### src/hw/rtl/fpa_pkg.sv
// ----------------------------------------------------------------------------
// fpa_pkg
// shared types and constants of the fixed-point arithmetic unit
// ----------------------------------------------------------------------------
package fpa_pkg;

   localparam int FRAC_W_DEF      = 8;
   localparam int QUEUE_DEPTH_DEF = 4;

   typedef enum logic [3:0] {
      OP_ADD  = 4'd0,
      OP_SUB  = 4'd1,
      OP_MUL  = 4'd2,
      OP_DIV  = 4'd3,
      OP_CMP  = 4'd4,
      OP_MIN  = 4'd5,
      OP_MAX  = 4'd6,
      OP_I2F  = 4'd7,
      OP_F2I  = 4'd8,
      OP_INC  = 4'd9,
      OP_DEC  = 4'd10
   } op_type;

   // one classified beat as it waits in the queue
   typedef struct packed {
      op_type             op;
      logic               known;
      logic signed [31:0] a;
      logic signed [31:0] b;
      logic               neg;
      logic        [31:0] ma;
      logic        [31:0] mb;
      logic               lt;
      logic               eq;
      logic               gt;
   } entry_type;

endpackage

### src/hw/rtl/fpa_front.sv
// ----------------------------------------------------------------------------
// fpa_front
// decodes a request beat into an operation, magnitudes and compare flags
// ----------------------------------------------------------------------------
module fpa_front
   import fpa_pkg::*;
(
   input  logic        [3:0]  req_mode,
   input  logic signed [31:0] req_operand_a,
   input  logic signed [31:0] req_operand_b,
   output entry_type          entry
);

   always_comb begin
      entry.op    = op_type'(req_mode);
      entry.known = (req_mode <= OP_DEC);
      entry.a     = req_operand_a;
      entry.b     = req_operand_b;
      entry.neg   = req_operand_a[31] ^ req_operand_b[31];
      entry.ma    = req_operand_a[31] ? 32'(-req_operand_a) : 32'(req_operand_a);
      entry.mb    = req_operand_b[31] ? 32'(-req_operand_b) : 32'(req_operand_b);
      entry.lt    = (req_operand_a < req_operand_b);
      entry.eq    = (req_operand_a == req_operand_b);
      entry.gt    = (req_operand_a > req_operand_b);
   end

endmodule

### src/hw/rtl/fpa_queue.sv
// ----------------------------------------------------------------------------
// fpa_queue
// short fifo of classified beats between front and back
// ----------------------------------------------------------------------------
module fpa_queue
   import fpa_pkg::*;
#(
   parameter int DEPTH = QUEUE_DEPTH_DEF
)
(
   input  logic      clock,
   input  logic      reset,
   input  logic      push,
   input  entry_type push_data,
   output logic      full,
   input  logic      pop,
   output logic      empty,
   output entry_type pop_data
);

   localparam int PTR_W = (DEPTH > 1) ? $clog2(DEPTH) : 1;
   localparam int CNT_W = $clog2(DEPTH + 1);

   entry_type          mem_ff [DEPTH];
   logic [PTR_W-1:0]   wr_ptr_ff, wr_ptr_in;
   logic [PTR_W-1:0]   rd_ptr_ff, rd_ptr_in;
   logic [CNT_W-1:0]   count_ff, count_in;

   assign full     = (count_ff == CNT_W'(DEPTH));
   assign empty    = (count_ff == '0);
   assign pop_data = mem_ff[rd_ptr_ff];

   always_comb begin
      wr_ptr_in = wr_ptr_ff;
      rd_ptr_in = rd_ptr_ff;
      count_in  = count_ff;
      if (push) begin
         wr_ptr_in = (wr_ptr_ff == PTR_W'(DEPTH - 1)) ? '0 : wr_ptr_ff + 1'b1;
      end
      if (pop) begin
         rd_ptr_in = (rd_ptr_ff == PTR_W'(DEPTH - 1)) ? '0 : rd_ptr_ff + 1'b1;
      end
      if (push && !pop) begin
         count_in = count_ff + 1'b1;
      end else if (pop && !push) begin
         count_in = count_ff - 1'b1;
      end
   end

   always_ff @(posedge clock) begin
      if (reset) begin
         wr_ptr_ff <= '0;
         rd_ptr_ff <= '0;
         count_ff  <= '0;
      end else begin
         wr_ptr_ff <= wr_ptr_in;
         rd_ptr_ff <= rd_ptr_in;
         count_ff  <= count_in;
      end
   end

   always_ff @(posedge clock) begin
      if (push) begin
         mem_ff[wr_ptr_ff] <= push_data;
      end
   end

endmodule

### src/hw/rtl/fpa_back.sv
// ----------------------------------------------------------------------------
// fpa_back
// executes queued beats: simple ops, two-step multiply, bit-serial divide
// ----------------------------------------------------------------------------
module fpa_back
   import fpa_pkg::*;
#(
   parameter int FRAC_W = FRAC_W_DEF
)
(
   input  logic               clock,
   input  logic               reset,
   input  logic               empty,
   input  entry_type          head,
   output logic               pop,
   output logic               rsp_strobe,
   output logic signed [31:0] rsp_result,
   output logic               rsp_less,
   output logic               rsp_equal,
   output logic               rsp_greater,
   output logic               rsp_divide_by_zero,
   output logic               rsp_overflow
);

   localparam int NUM_W = 32 + FRAC_W;
   localparam int CNT_W = $clog2(NUM_W);

   typedef enum logic [3:0] {
      ST_RUN  = 4'b0001,
      ST_MUL  = 4'b0010,
      ST_DIV  = 4'b0100,
      ST_DFIN = 4'b1000
   } state_type;

   state_type          state_ff, state_in;
   logic [63:0]        prod_ff, prod_in;
   logic               neg_ff, neg_in;
   logic [NUM_W-1:0]   num_ff, num_in;
   logic [31:0]        rem_ff, rem_in;
   logic [31:0]        dvs_ff, dvs_in;
   logic [CNT_W-1:0]   cnt_ff, cnt_in;

   logic               strobe_ff, strobe_in;
   logic signed [31:0] result_ff, result_in;
   logic               less_ff, less_in;
   logic               equal_ff, equal_in;
   logic               greater_ff, greater_in;
   logic               dz_ff, dz_in;
   logic               ovf_ff, ovf_in;

   logic [32:0]        shifted;
   logic               ge;
   logic [32:0]        diff;
   logic [64:0]        mag;
   logic [32:0]        sat;
   logic [32:0]        sum;
   logic [31+FRAC_W:0] shl;

   // saturate sign and magnitude, returns {overflow, value}
   function automatic logic [32:0] sat_mag(input logic neg, input logic [64:0] m);
      logic [32:0] r;
      if (neg) begin
         if (m > 65'h0_8000_0000) r = {1'b1, 32'h8000_0000};
         else                     r = {1'b0, 32'(-m[31:0])};
      end else begin
         if (m > 65'h0_7FFF_FFFF) r = {1'b1, 32'h7FFF_FFFF};
         else                     r = {1'b0, m[31:0]};
      end
      return r;
   endfunction

   // saturate a 33-bit signed sum, returns {overflow, value}
   function automatic logic [32:0] sat_sum(input logic [32:0] s);
      logic [32:0] r;
      if (s[32] != s[31]) r = {1'b1, s[32] ? 32'h8000_0000 : 32'h7FFF_FFFF};
      else                r = {1'b0, s[31:0]};
      return r;
   endfunction

   assign pop = !empty && (state_ff == ST_RUN);

   // restoring divide step
   assign shifted = {rem_ff, num_ff[NUM_W-1]};
   assign ge      = (shifted >= {1'b0, dvs_ff});
   assign diff    = shifted - {1'b0, dvs_ff};

   always_comb begin
      state_in   = state_ff;
      prod_in    = prod_ff;
      neg_in     = neg_ff;
      num_in     = num_ff;
      rem_in     = rem_ff;
      dvs_in     = dvs_ff;
      cnt_in     = cnt_ff;
      strobe_in  = 1'b0;
      result_in  = result_ff;
      less_in    = less_ff;
      equal_in   = equal_ff;
      greater_in = greater_ff;
      dz_in      = dz_ff;
      ovf_in     = ovf_ff;
      mag        = '0;
      sat        = '0;
      sum        = '0;
      shl        = '0;

      unique case (state_ff)
         ST_RUN: begin
            if (pop) begin
               strobe_in  = 1'b1;
               result_in  = '0;
               less_in    = 1'b0;
               equal_in   = 1'b0;
               greater_in = 1'b0;
               dz_in      = 1'b0;
               ovf_in     = 1'b0;
               if (head.known) begin
                  unique case (head.op)
                     OP_ADD: begin
                        sum = {head.a[31], head.a} + {head.b[31], head.b};
                        sat = sat_sum(sum);
                        {ovf_in, result_in} = sat;
                     end
                     OP_SUB: begin
                        sum = {head.a[31], head.a} - {head.b[31], head.b};
                        sat = sat_sum(sum);
                        {ovf_in, result_in} = sat;
                     end
                     OP_INC: begin
                        sum = {head.a[31], head.a} + 33'd1;
                        sat = sat_sum(sum);
                        {ovf_in, result_in} = sat;
                     end
                     OP_DEC: begin
                        sum = {head.a[31], head.a} - 33'd1;
                        sat = sat_sum(sum);
                        {ovf_in, result_in} = sat;
                     end
                     OP_MUL: begin
                        strobe_in = 1'b0;
                        prod_in   = 64'(head.ma) * 64'(head.mb);
                        neg_in    = head.neg;
                        state_in  = ST_MUL;
                     end
                     OP_DIV: begin
                        if (head.mb == '0) begin
                           dz_in = 1'b1;
                        end else begin
                           strobe_in = 1'b0;
                           num_in    = {head.ma, {FRAC_W{1'b0}}};
                           rem_in    = '0;
                           dvs_in    = head.mb;
                           neg_in    = head.neg;
                           cnt_in    = CNT_W'(NUM_W - 1);
                           state_in  = ST_DIV;
                        end
                     end
                     OP_CMP: begin
                        less_in    = head.lt;
                        equal_in   = head.eq;
                        greater_in = head.gt;
                     end
                     OP_MIN: result_in = (head.lt || head.eq) ? head.a : head.b;
                     OP_MAX: result_in = (head.gt || head.eq) ? head.a : head.b;
                     OP_I2F: begin
                        shl = {head.a, {FRAC_W{1'b0}}};
                        if (shl[31+FRAC_W:31] != '0 && shl[31+FRAC_W:31] != '1) begin
                           ovf_in    = 1'b1;
                           result_in = head.a[31] ? 32'sh8000_0000 : 32'sh7FFF_FFFF;
                        end else begin
                           result_in = shl[31:0];
                        end
                     end
                     OP_F2I: begin
                        result_in = head.a[31] ? 32'(-(head.ma >> FRAC_W))
                                               : 32'(head.ma >> FRAC_W);
                     end
                     default: result_in = '0;
                  endcase
               end
            end
         end
         ST_MUL: begin
            mag = 65'(prod_ff[63:FRAC_W]) + 65'(prod_ff[FRAC_W-1]);
            sat = sat_mag(neg_ff, mag);
            {ovf_in, result_in} = sat;
            strobe_in = 1'b1;
            state_in  = ST_RUN;
         end
         ST_DIV: begin
            rem_in = ge ? diff[31:0] : shifted[31:0];
            num_in = {num_ff[NUM_W-2:0], ge};
            cnt_in = cnt_ff - 1'b1;
            if (cnt_ff == '0) begin
               state_in = ST_DFIN;
            end
         end
         ST_DFIN: begin
            mag = 65'(num_ff) + 65'({rem_ff, 1'b0} >= {1'b0, dvs_ff});
            sat = sat_mag(neg_ff, mag);
            {ovf_in, result_in} = sat;
            strobe_in = 1'b1;
            state_in  = ST_RUN;
         end
         default: state_in = ST_RUN;
      endcase
   end

   always_ff @(posedge clock) begin
      if (reset) begin
         state_ff  <= ST_RUN;
         strobe_ff <= 1'b0;
      end else begin
         state_ff  <= state_in;
         strobe_ff <= strobe_in;
      end
   end

   always_ff @(posedge clock) begin
      prod_ff    <= prod_in;
      neg_ff     <= neg_in;
      num_ff     <= num_in;
      rem_ff     <= rem_in;
      dvs_ff     <= dvs_in;
      cnt_ff     <= cnt_in;
      result_ff  <= result_in;
      less_ff    <= less_in;
      equal_ff   <= equal_in;
      greater_ff <= greater_in;
      dz_ff      <= dz_in;
      ovf_ff     <= ovf_in;
   end

   assign rsp_strobe         = strobe_ff;
   assign rsp_result         = result_ff;
   assign rsp_less           = less_ff;
   assign rsp_equal          = equal_ff;
   assign rsp_greater        = greater_ff;
   assign rsp_divide_by_zero = dz_ff;
   assign rsp_overflow       = ovf_ff;

`ifndef SYNTH
   a_cmp_flags: assert property (@(posedge clock) disable iff (reset)
      rsp_strobe |-> $onehot0({rsp_less, rsp_equal, rsp_greater}))
      else $error("more than one compare flag");

   a_dz_zero: assert property (@(posedge clock) disable iff (reset)
      rsp_strobe && rsp_divide_by_zero |-> rsp_result == 0 && !rsp_overflow)
      else $error("divide by zero gave nonzero result or overflow");

   a_no_pop_busy: assert property (@(posedge clock) disable iff (reset)
      state_ff != ST_RUN |-> !pop)
      else $error("pop while multiply or divide in flight");

   a_div_quiet: assert property (@(posedge clock) disable iff (reset)
      state_ff == ST_DIV |=> !rsp_strobe)
      else $error("strobe during divide iterations");
`endif

endmodule

### src/hw/rtl/fixed_point_alu.sv
// ----------------------------------------------------------------------------
// fixed_point_alu
// signed 32-bit fixed-point arithmetic unit with rounding and saturation
// ----------------------------------------------------------------------------
//
//  channel   ports                                   handshake
//  request   req_mode, req_operand_a/b               start high, busy low
//  response  rsp_result, rsp_less/equal/greater,     rsp_strobe, one cycle,
//            rsp_divide_by_zero, rsp_overflow        cannot be held off
//
//  add, sub, compare, min, max, conversions, inc, dec: one beat per cycle
//    while not busy and no multiply/divide stalls; queued, then registered
//  multiply: back end busy (32x32 multiplier, then round/saturate in ST_MUL)
//  divide: back end busy in ST_DIV and ST_DFIN, one quotient bit per cycle
//  a QUEUE_DEPTH-deep queue (default 4) decouples requests; busy = queue full
//  reset is synchronous and empties the queue and the back end
//
module fixed_point_alu
   import fpa_pkg::*;
#(
   parameter int FRAC_W      = FRAC_W_DEF,
   parameter int QUEUE_DEPTH = QUEUE_DEPTH_DEF
)
(
   input  logic               clock,
   input  logic               reset,
   input  logic               start,
   output logic               busy,
   input  logic        [3:0]  req_mode,
   input  logic signed [31:0] req_operand_a,
   input  logic signed [31:0] req_operand_b,
   output logic               rsp_strobe,
   output logic signed [31:0] rsp_result,
   output logic               rsp_less,
   output logic               rsp_equal,
   output logic               rsp_greater,
   output logic               rsp_divide_by_zero,
   output logic               rsp_overflow
);

   entry_type entry;      // classified request beat
   entry_type head;       // oldest queued beat
   logic      full;
   logic      empty;
   logic      pop;

   // front: decode and classify
   fpa_front u_front (
      .req_mode      (req_mode),
      .req_operand_a (req_operand_a),
      .req_operand_b (req_operand_b),
      .entry         (entry)
   );

   assign busy = full;

   // queue between front and back
   fpa_queue #(
      .DEPTH (QUEUE_DEPTH)
   ) u_queue (
      .clock     (clock),
      .reset     (reset),
      .push      (start && !full),
      .push_data (entry),
      .full      (full),
      .pop       (pop),
      .empty     (empty),
      .pop_data  (head)
   );

   // back: execute and register the response
   fpa_back #(
      .FRAC_W (FRAC_W)
   ) u_back (
      .clock              (clock),
      .reset              (reset),
      .empty              (empty),
      .head               (head),
      .pop                (pop),
      .rsp_strobe         (rsp_strobe),
      .rsp_result         (rsp_result),
      .rsp_less           (rsp_less),
      .rsp_equal          (rsp_equal),
      .rsp_greater        (rsp_greater),
      .rsp_divide_by_zero (rsp_divide_by_zero),
      .rsp_overflow       (rsp_overflow)
   );

endmodule
### config.mk
export PLATFORM = sky130hd
export DESIGN_NAME = fixed_point_alu
export DESIGN_NICKNAME = d
export VERILOG_FILES = /design/src/hw/rtl/fpa_pkg.sv /design/src/hw/rtl/fpa_front.sv /design/src/hw/rtl/fpa_queue.sv /design/src/hw/rtl/fpa_back.sv /design/src/hw/rtl/fixed_point_alu.sv
export SDC_FILE = /design/constraint.sdc
export NUM_CORES = 2
export LEC_CHECK = 0
export BUFFER_PORTS_ARGS = -buffer_cell sky130_fd_sc_hd__buf_4
export CAP_MARGIN = 10
export CORE_AREA = 2 2 376 378
export CTS_CLUSTER_DIAMETER = 50
export CTS_CLUSTER_SIZE = 8
export DETAILED_ROUTE_END_ITERATION = 8
export DIE_AREA = 0 0 378 380
export PLACE_DENSITY = 0.78
export SLEW_MARGIN = 20
export SYNTH_ARGS = -nofsm -noshare
export SYNTH_HDL_FRONTEND = slang
export SYNTH_SLANG_ARGS = --single-unit
### constraint.sdc
create_clock -name clock -period 11 [get_ports clock]
set_input_delay 2.75 -clock clock [delete_from_list [all_inputs] [get_ports clock]]
set_output_delay 2.75 -clock clock [all_outputs]
set_load 0.01 [all_outputs]
# Word-level counts from Yosys, hierarchy flattened

Memories as Yosys holds them, arrays and structs flattened. A register that Yosys moved wholly into a read port is not among the register bits.
Index checks and enable logic that the tools add are counted.

Register bits after elaboration: 224
Memories kept: 1
Bits of input ports: 71
RAM bits: 548
Output and inout bits: 39
Word-level logic and storage cells: 175

Bitwise gates (word level): 2
Multiplexer cells: 67
Magnitude comparators: 9
Equal/unequal tests: 31
Add/subtract/negate cells: 17
Multiply operators: 1
Reduce and logical (&&, ||, !) cells: 30

Memory list:

| memory         | words | bits a word | read ports | clocked after memory_dff | write ports | line            | RTL |
|---|---|---|---|---|---|---|---|
| u_queue.mem_ff | 4     | 137         | 1          | 1                        | 1           | fpa_queue.sv:24 | `entry_type mem_ff [DEPTH];` |

Operators with widths:

| cell                                                             | number |
|---|---|
| two-way mux 32 bit                                               | 18 |
| two-way mux 33 bit                                               | 10 |
| one-hot mux 32 bit (8 select lines)                              | 1 |
| two-way mux 40 bit                                               | 4 |
| greater-than comparator 65 x 31 -> 1 bit (second input constant) | 2 |
| greater-than comparator 65 x 32 -> 1 bit (second input constant) | 2 |
| negator 32 bit                                                   | 4 |
| one-hot mux 32 bit (3 select lines)                              | 1 |
| one-hot mux 40 bit (2 select lines)                              | 1 |
| >= comparator 33 x 32 -> 1 bit                                   | 2 |
| multiplier 32 x 32 -> 64 bit                                     | 1 |
| one-hot mux 32 bit (2 select lines)                              | 1 |
| adder 56 x 1 -> 57 bit                                           | 1 |
| adder 40 x 1 -> 41 bit                                           | 1 |
| adder 32 x 2 -> 33 bit (second input constant)                   | 1 |
| adder 32 x 32 -> 33 bit                                          | 1 |
| subtractor 32 x 2 -> 33 bit (second input constant)              | 1 |
| subtractor 32 x 32 -> 33 bit                                     | 1 |
| == test 32 bit                                                   | 1 |
| greater-than comparator 32 bit                                   | 1 |
| logical NOT 32 bit                                               | 1 |
| < comparator 32 bit                                              | 1 |
| negator 24 -> 32 bit                                             | 1 |
| subtractor 32 bit                                                | 1 |
| 41 further kinds                                                 | 98 |

# Logic depth before layout (Yosys ltp)

Depth in word-level cells: 7
Gate-level depth with buffers: 46
Depth with buffers taken out: 32

# By module

From an unflattened synthesis, not the netlist that was laid out.

Cell total of the unflattened synthesis: 7488
Area, all modules: 77366.7 um^2

By module, submodules not included:

| module          | times used | seq. area each (um^2) | cells each | area each (um^2) |
|---|---|---|---|---|
| fpa_back        | 1          | 6256.0                | 6361       | 54509.8 |
| fpa_queue       | 1          | 16636.0               | 759        | 20201.9 |
| fpa_front       | 1          | 0.0                   | 367        | 2641.3 |
| fixed_point_alu | 1          | 0.0                   | 1          | 13.8 |

# Worst setup path before layout

OpenSTA, ideal clock, no wires.

Kind: reg-to-reg
From: register with a tool-made name
To: register u_back.prod_ff[63], data pin
Period minus slack after synthesis: 10791 ps
Path buffers: 14
Cell stages (with the launch flop): 40
Setup time: 258 ps
Arrival: 10533 ps
Setup slack: 209 ps
Required time: 10742 ps
Cells stage by stage: dfxtp_1 buf_6 buf_12 buf_12 buf_8 buf_6 buf_6 buf_4 buf_2 buf_4 buf_4 buf_4 buf_4 buf_2 mux2_2 o21ai_1 buf_2 nor2_1 (+4 left out) fa_1 fa_1 fa_1 inv_1 fa_1 inv_1 ha_1 and4_1 nor2b_1 o211ai_1 a211oi_1 o31ai_1 a2111oi_1 o21ai_0 o2111ai_1 a41oi_1 o21ba_2 xnor2_1

RTL lines:

| item                 | line            | RTL |
|---|---|---|
| end signal, assigned | fpa_back.sv:220 | `prod_ff <= prod_in;` |
| end, declared        | fpa_back.sv:36  | `logic [63:0] prod_ff, prod_in;` |

==> impl_results.md <==
* Die footprint at ~0.14 mm²
* CTS tree: done
* Fillers at 11,460
* Slew Viols, Final at 0
* Final Hold Fails at 0
* Crit path kind: reg -> reg
* Setup TNS at 0 ns
* Setup bufs post-CTS at 0
* Antenna Nets Post-Route at 0
* Number of synthesized flops with an enable pin at 745
* Nets at between 8,000 and 9,000
* Starting Density at between 50% and 60%
* First-pass GRT wire length at approximately 400 mm
* Core Area at ~0.14 mm²
* Storage cell area at about 0.023 mm²
* Synth area leaders: edfxtp_1 29%, fa_1 24%, ha_1 6.7%
* Clock buffer depth at 3
* Critical path depth at 31
* Vias per cell at between 6 and 7
* Status: completed
* Most numerous cell in the Yosys netlist: inv_1
* Crit path required time at approximately 11 ns
* Final WS setup at slightly below 0.5 ns
* GRT Util Overall at between 30% and 40%
* CTS resizes at 0
* Highest clock rate at ~95 MHz
* Yosys top cell area share at approximately 30%
* Sequential element share of the synthesized area at 29.65%
* Commonest cells in the netlist: 1,122 x inv_1, 899 x fa_1, 818 x nor2_1
* CP Launch Type: register
* Final setup violating endpoints at 0
* RSZ-0062 raised after global routing: false
* CP most frequent cell: fa_1
* Cell taking the most area after synthesis: edfxtp_1
* Reg-to-reg endpoint: u_back.prod_ff[63]$_DFFE_PP_
* Die Wd at 378 µm
* Layout Utilization at between 50% and 60%
* Post-Syn Nets at slightly below 9,000
* CP bufs+invs at 8
* TritonCTS Buffers at around 120
* Top FF cell, synth: edfxtp_1
* Inst Count DP at just over 9,000
* CTS Hold Bufs at 0
* IO Port Bufs at 109
* Post-DP HPWL at about 210 mm
* Post-synth cell types at 113
* Yosys warnings at 0
* Post-Synthesis Cells at 7,562
* Slowest-stage cell, CP: inv_1
* Worst EP arrival at approximately 11 ns
* Reg2Reg Setup Slack at 0.48 ns
* Syn avg cell area at slightly above 10 µm²
* H-tree depth at 3
* Cell Rows at between 100 and 150
* Vias at roughly 61,000
* GPL Wtd Cong at around 1.1
* DP Worst Slack at 0.7598 ns
* Drt wl/cell at approximately 28 µm
* Crit end category: register
* Number of global-route vias before repair at around 61,000
* Slew @ Worst Pin at approximately 1.4 ns
* CP Max Fanout at 36
* Drt drc at 0
* Yosys reg bits at about 760
* Drt pass-1 iters at 7
* Async set-or-reset flop fraction in the synthesized netlist at 0%
* Clk pin slew, worst setup/hold paths at ~0.05 ns
* Share of cells above drive strength 1 at 9.223%
* Initial DRC Count at slightly above 8,000
* Worst rel slew slack at roughly 8.8%
* # IOs at 110
* GRT overflow at 0
* Initial antenna violation count at 24
* CP max stage delay at a little over 0.8 ns
* Crit path time final at about 11 ns
* Family with the most delay on the worst path: adder cells
* Register-to-Register Path Depth at 31
* Max Clock Skew at 0.07957 ns
* Latest clock arrival within the worst-skew pair at around 0.78 ns
* TritonCTS sink count at approximately 760
* Worst hold path type: reg -> reg
* MaxCap Viol Count at 0
* Area added between synthesis and finish at 8.692%
* Largest net degree at the start of global routing at 78
* Synthesized area at 0.07640 mm²
* Period utilisation layout at between 90% and 100%
* Die height at about 380 µm
* Multi-input logic area at 0.04785 mm²
* Fin cells at ~9,500
* Final wirelength at about 270 mm
* Crit path to: u_back.prod_ff[63]$_DFFE_PP_
* Root buffer cell: clkbuf_16
## area by class of cell
class | count | area share [%]
multi-input combinational | 5268 | 57.62
timing repair buffer | 306 | 2.842
tap | 1876 | 2.826
clock inverter | 29 | 0.5590
sequential | 759 | 27.29
antenna | 15 | 0.04520
clock buffer | 153 | 3.675
inverter | 1140 | 5.153
## worst min-delay path: cells and delay by family (launching register included)
family	cells	cell delay (ns)
flip-flops	1	0.33
AO/OA/AOI/OAI	2	0.14
## layer usage
metal  vias up  part of all wire (%)  global-route usage [%]
met1     30120                    37                   49.07
li1      25350                     -                       -
met5         -                 0.068                  0.5728
met3       921                    14                   12.82
met2      4122                    43                   54.32
met4        14                   6.3                   18.89
## sequential cells by signal (all words and copies together), names as in the netlist, 2 cells and up, named ones only
name and count:
u_back.cnt_ff 6, u_back.dvs_ff 32, u_back.num_ff 40, u_back.prod_ff 57, u_back.rem_ff 32, u_back.rsp_result 32, u_back.state_ff 4, u_queue.count_ff 3
u_queue.mem_ff 540, u_queue.rd_ptr_ff 2, u_queue.wr_ptr_ff 2
## worst min-delay path by stage
stage / startpoint / end / cells after the start
6_report: u_queue.count_ff[2]$_SDFFE_PP0P_ / u_queue.count_ff[2]$_SDFFE_PP0P_ / 2
5_1_grt: u_queue.count_ff[2]$_SDFFE_PP0P_ / u_queue.count_ff[2]$_SDFFE_PP0P_ / 2
4_1_cts: u_queue.count_ff[2]$_SDFFE_PP0P_ / u_queue.count_ff[2]$_SDFFE_PP0P_ / 2
3_5_place_dp: u_queue.count_ff[2]$_SDFFE_PP0P_ / u_queue.count_ff[2]$_SDFFE_PP0P_ / 2
3_3_place_gp: u_queue.count_ff[2]$_SDFFE_PP0P_ / u_queue.count_ff[2]$_SDFFE_PP0P_ / 2
2_1_floorplan: u_queue.rd_ptr_ff[1]$_SDFFE_PP0P_ / register / 2
## cell usage in the layout (no fill, tap or decap), types with 19 or more instances in the layout
master	count
inv_1	1122
fa_1	899
nor2_1	817
edfxtp_1	745
nand2_1	731
ha_1	409
buf_4	301
xnor2_1	265
a21oi_1	255
o21ai_0	229
mux2i_1	134
clkbuf_16	116
xor2_1	111
nand3_1	111
nor3_1	103
nand4_1	87
mux4_2	85
a21o_1	70
nor4_1	58
mux2_2	56
and3_1	55
and2_1	54
nand2b_1	44
o21a_1	38
nor2b_1	37
a31oi_1	36
clkbuf_1	36
a211oi_1	34
o31ai_1	34
a221oi_1	34
or4_1	31
o21ai_2	30
or3_1	26
and4_1	25
o211ai_1	24
o21bai_1	24
clkinv_1	22
a221o_1	21
a21boi_0	19
## kinds of logic after synthesis
family / synth area share [%]
and+or+nand+nor: 13.81
AOI/OAI and AO/OA: 8.755
buffers and inverters: 7.951
muxes: 5.273
DFF: 29.65
xor gates and xnor gates: 4.310
adders and majority gates: 30.25
## stage by stage
stage	hold WS, ns	instance area [µm²]
2_1_floorplan	0.4541	76400
3_3_place_gp	0.4818	79490
3_5_place_dp	0.5045	79490
4_1_cts	0.5138	83010
5_1_grt	0.5485	83030
6_report	0.5193	83050
Power is left out: the tool's default activity adds up to more than one toggle a clock period on the data nets, which glitch-free logic cannot reach.
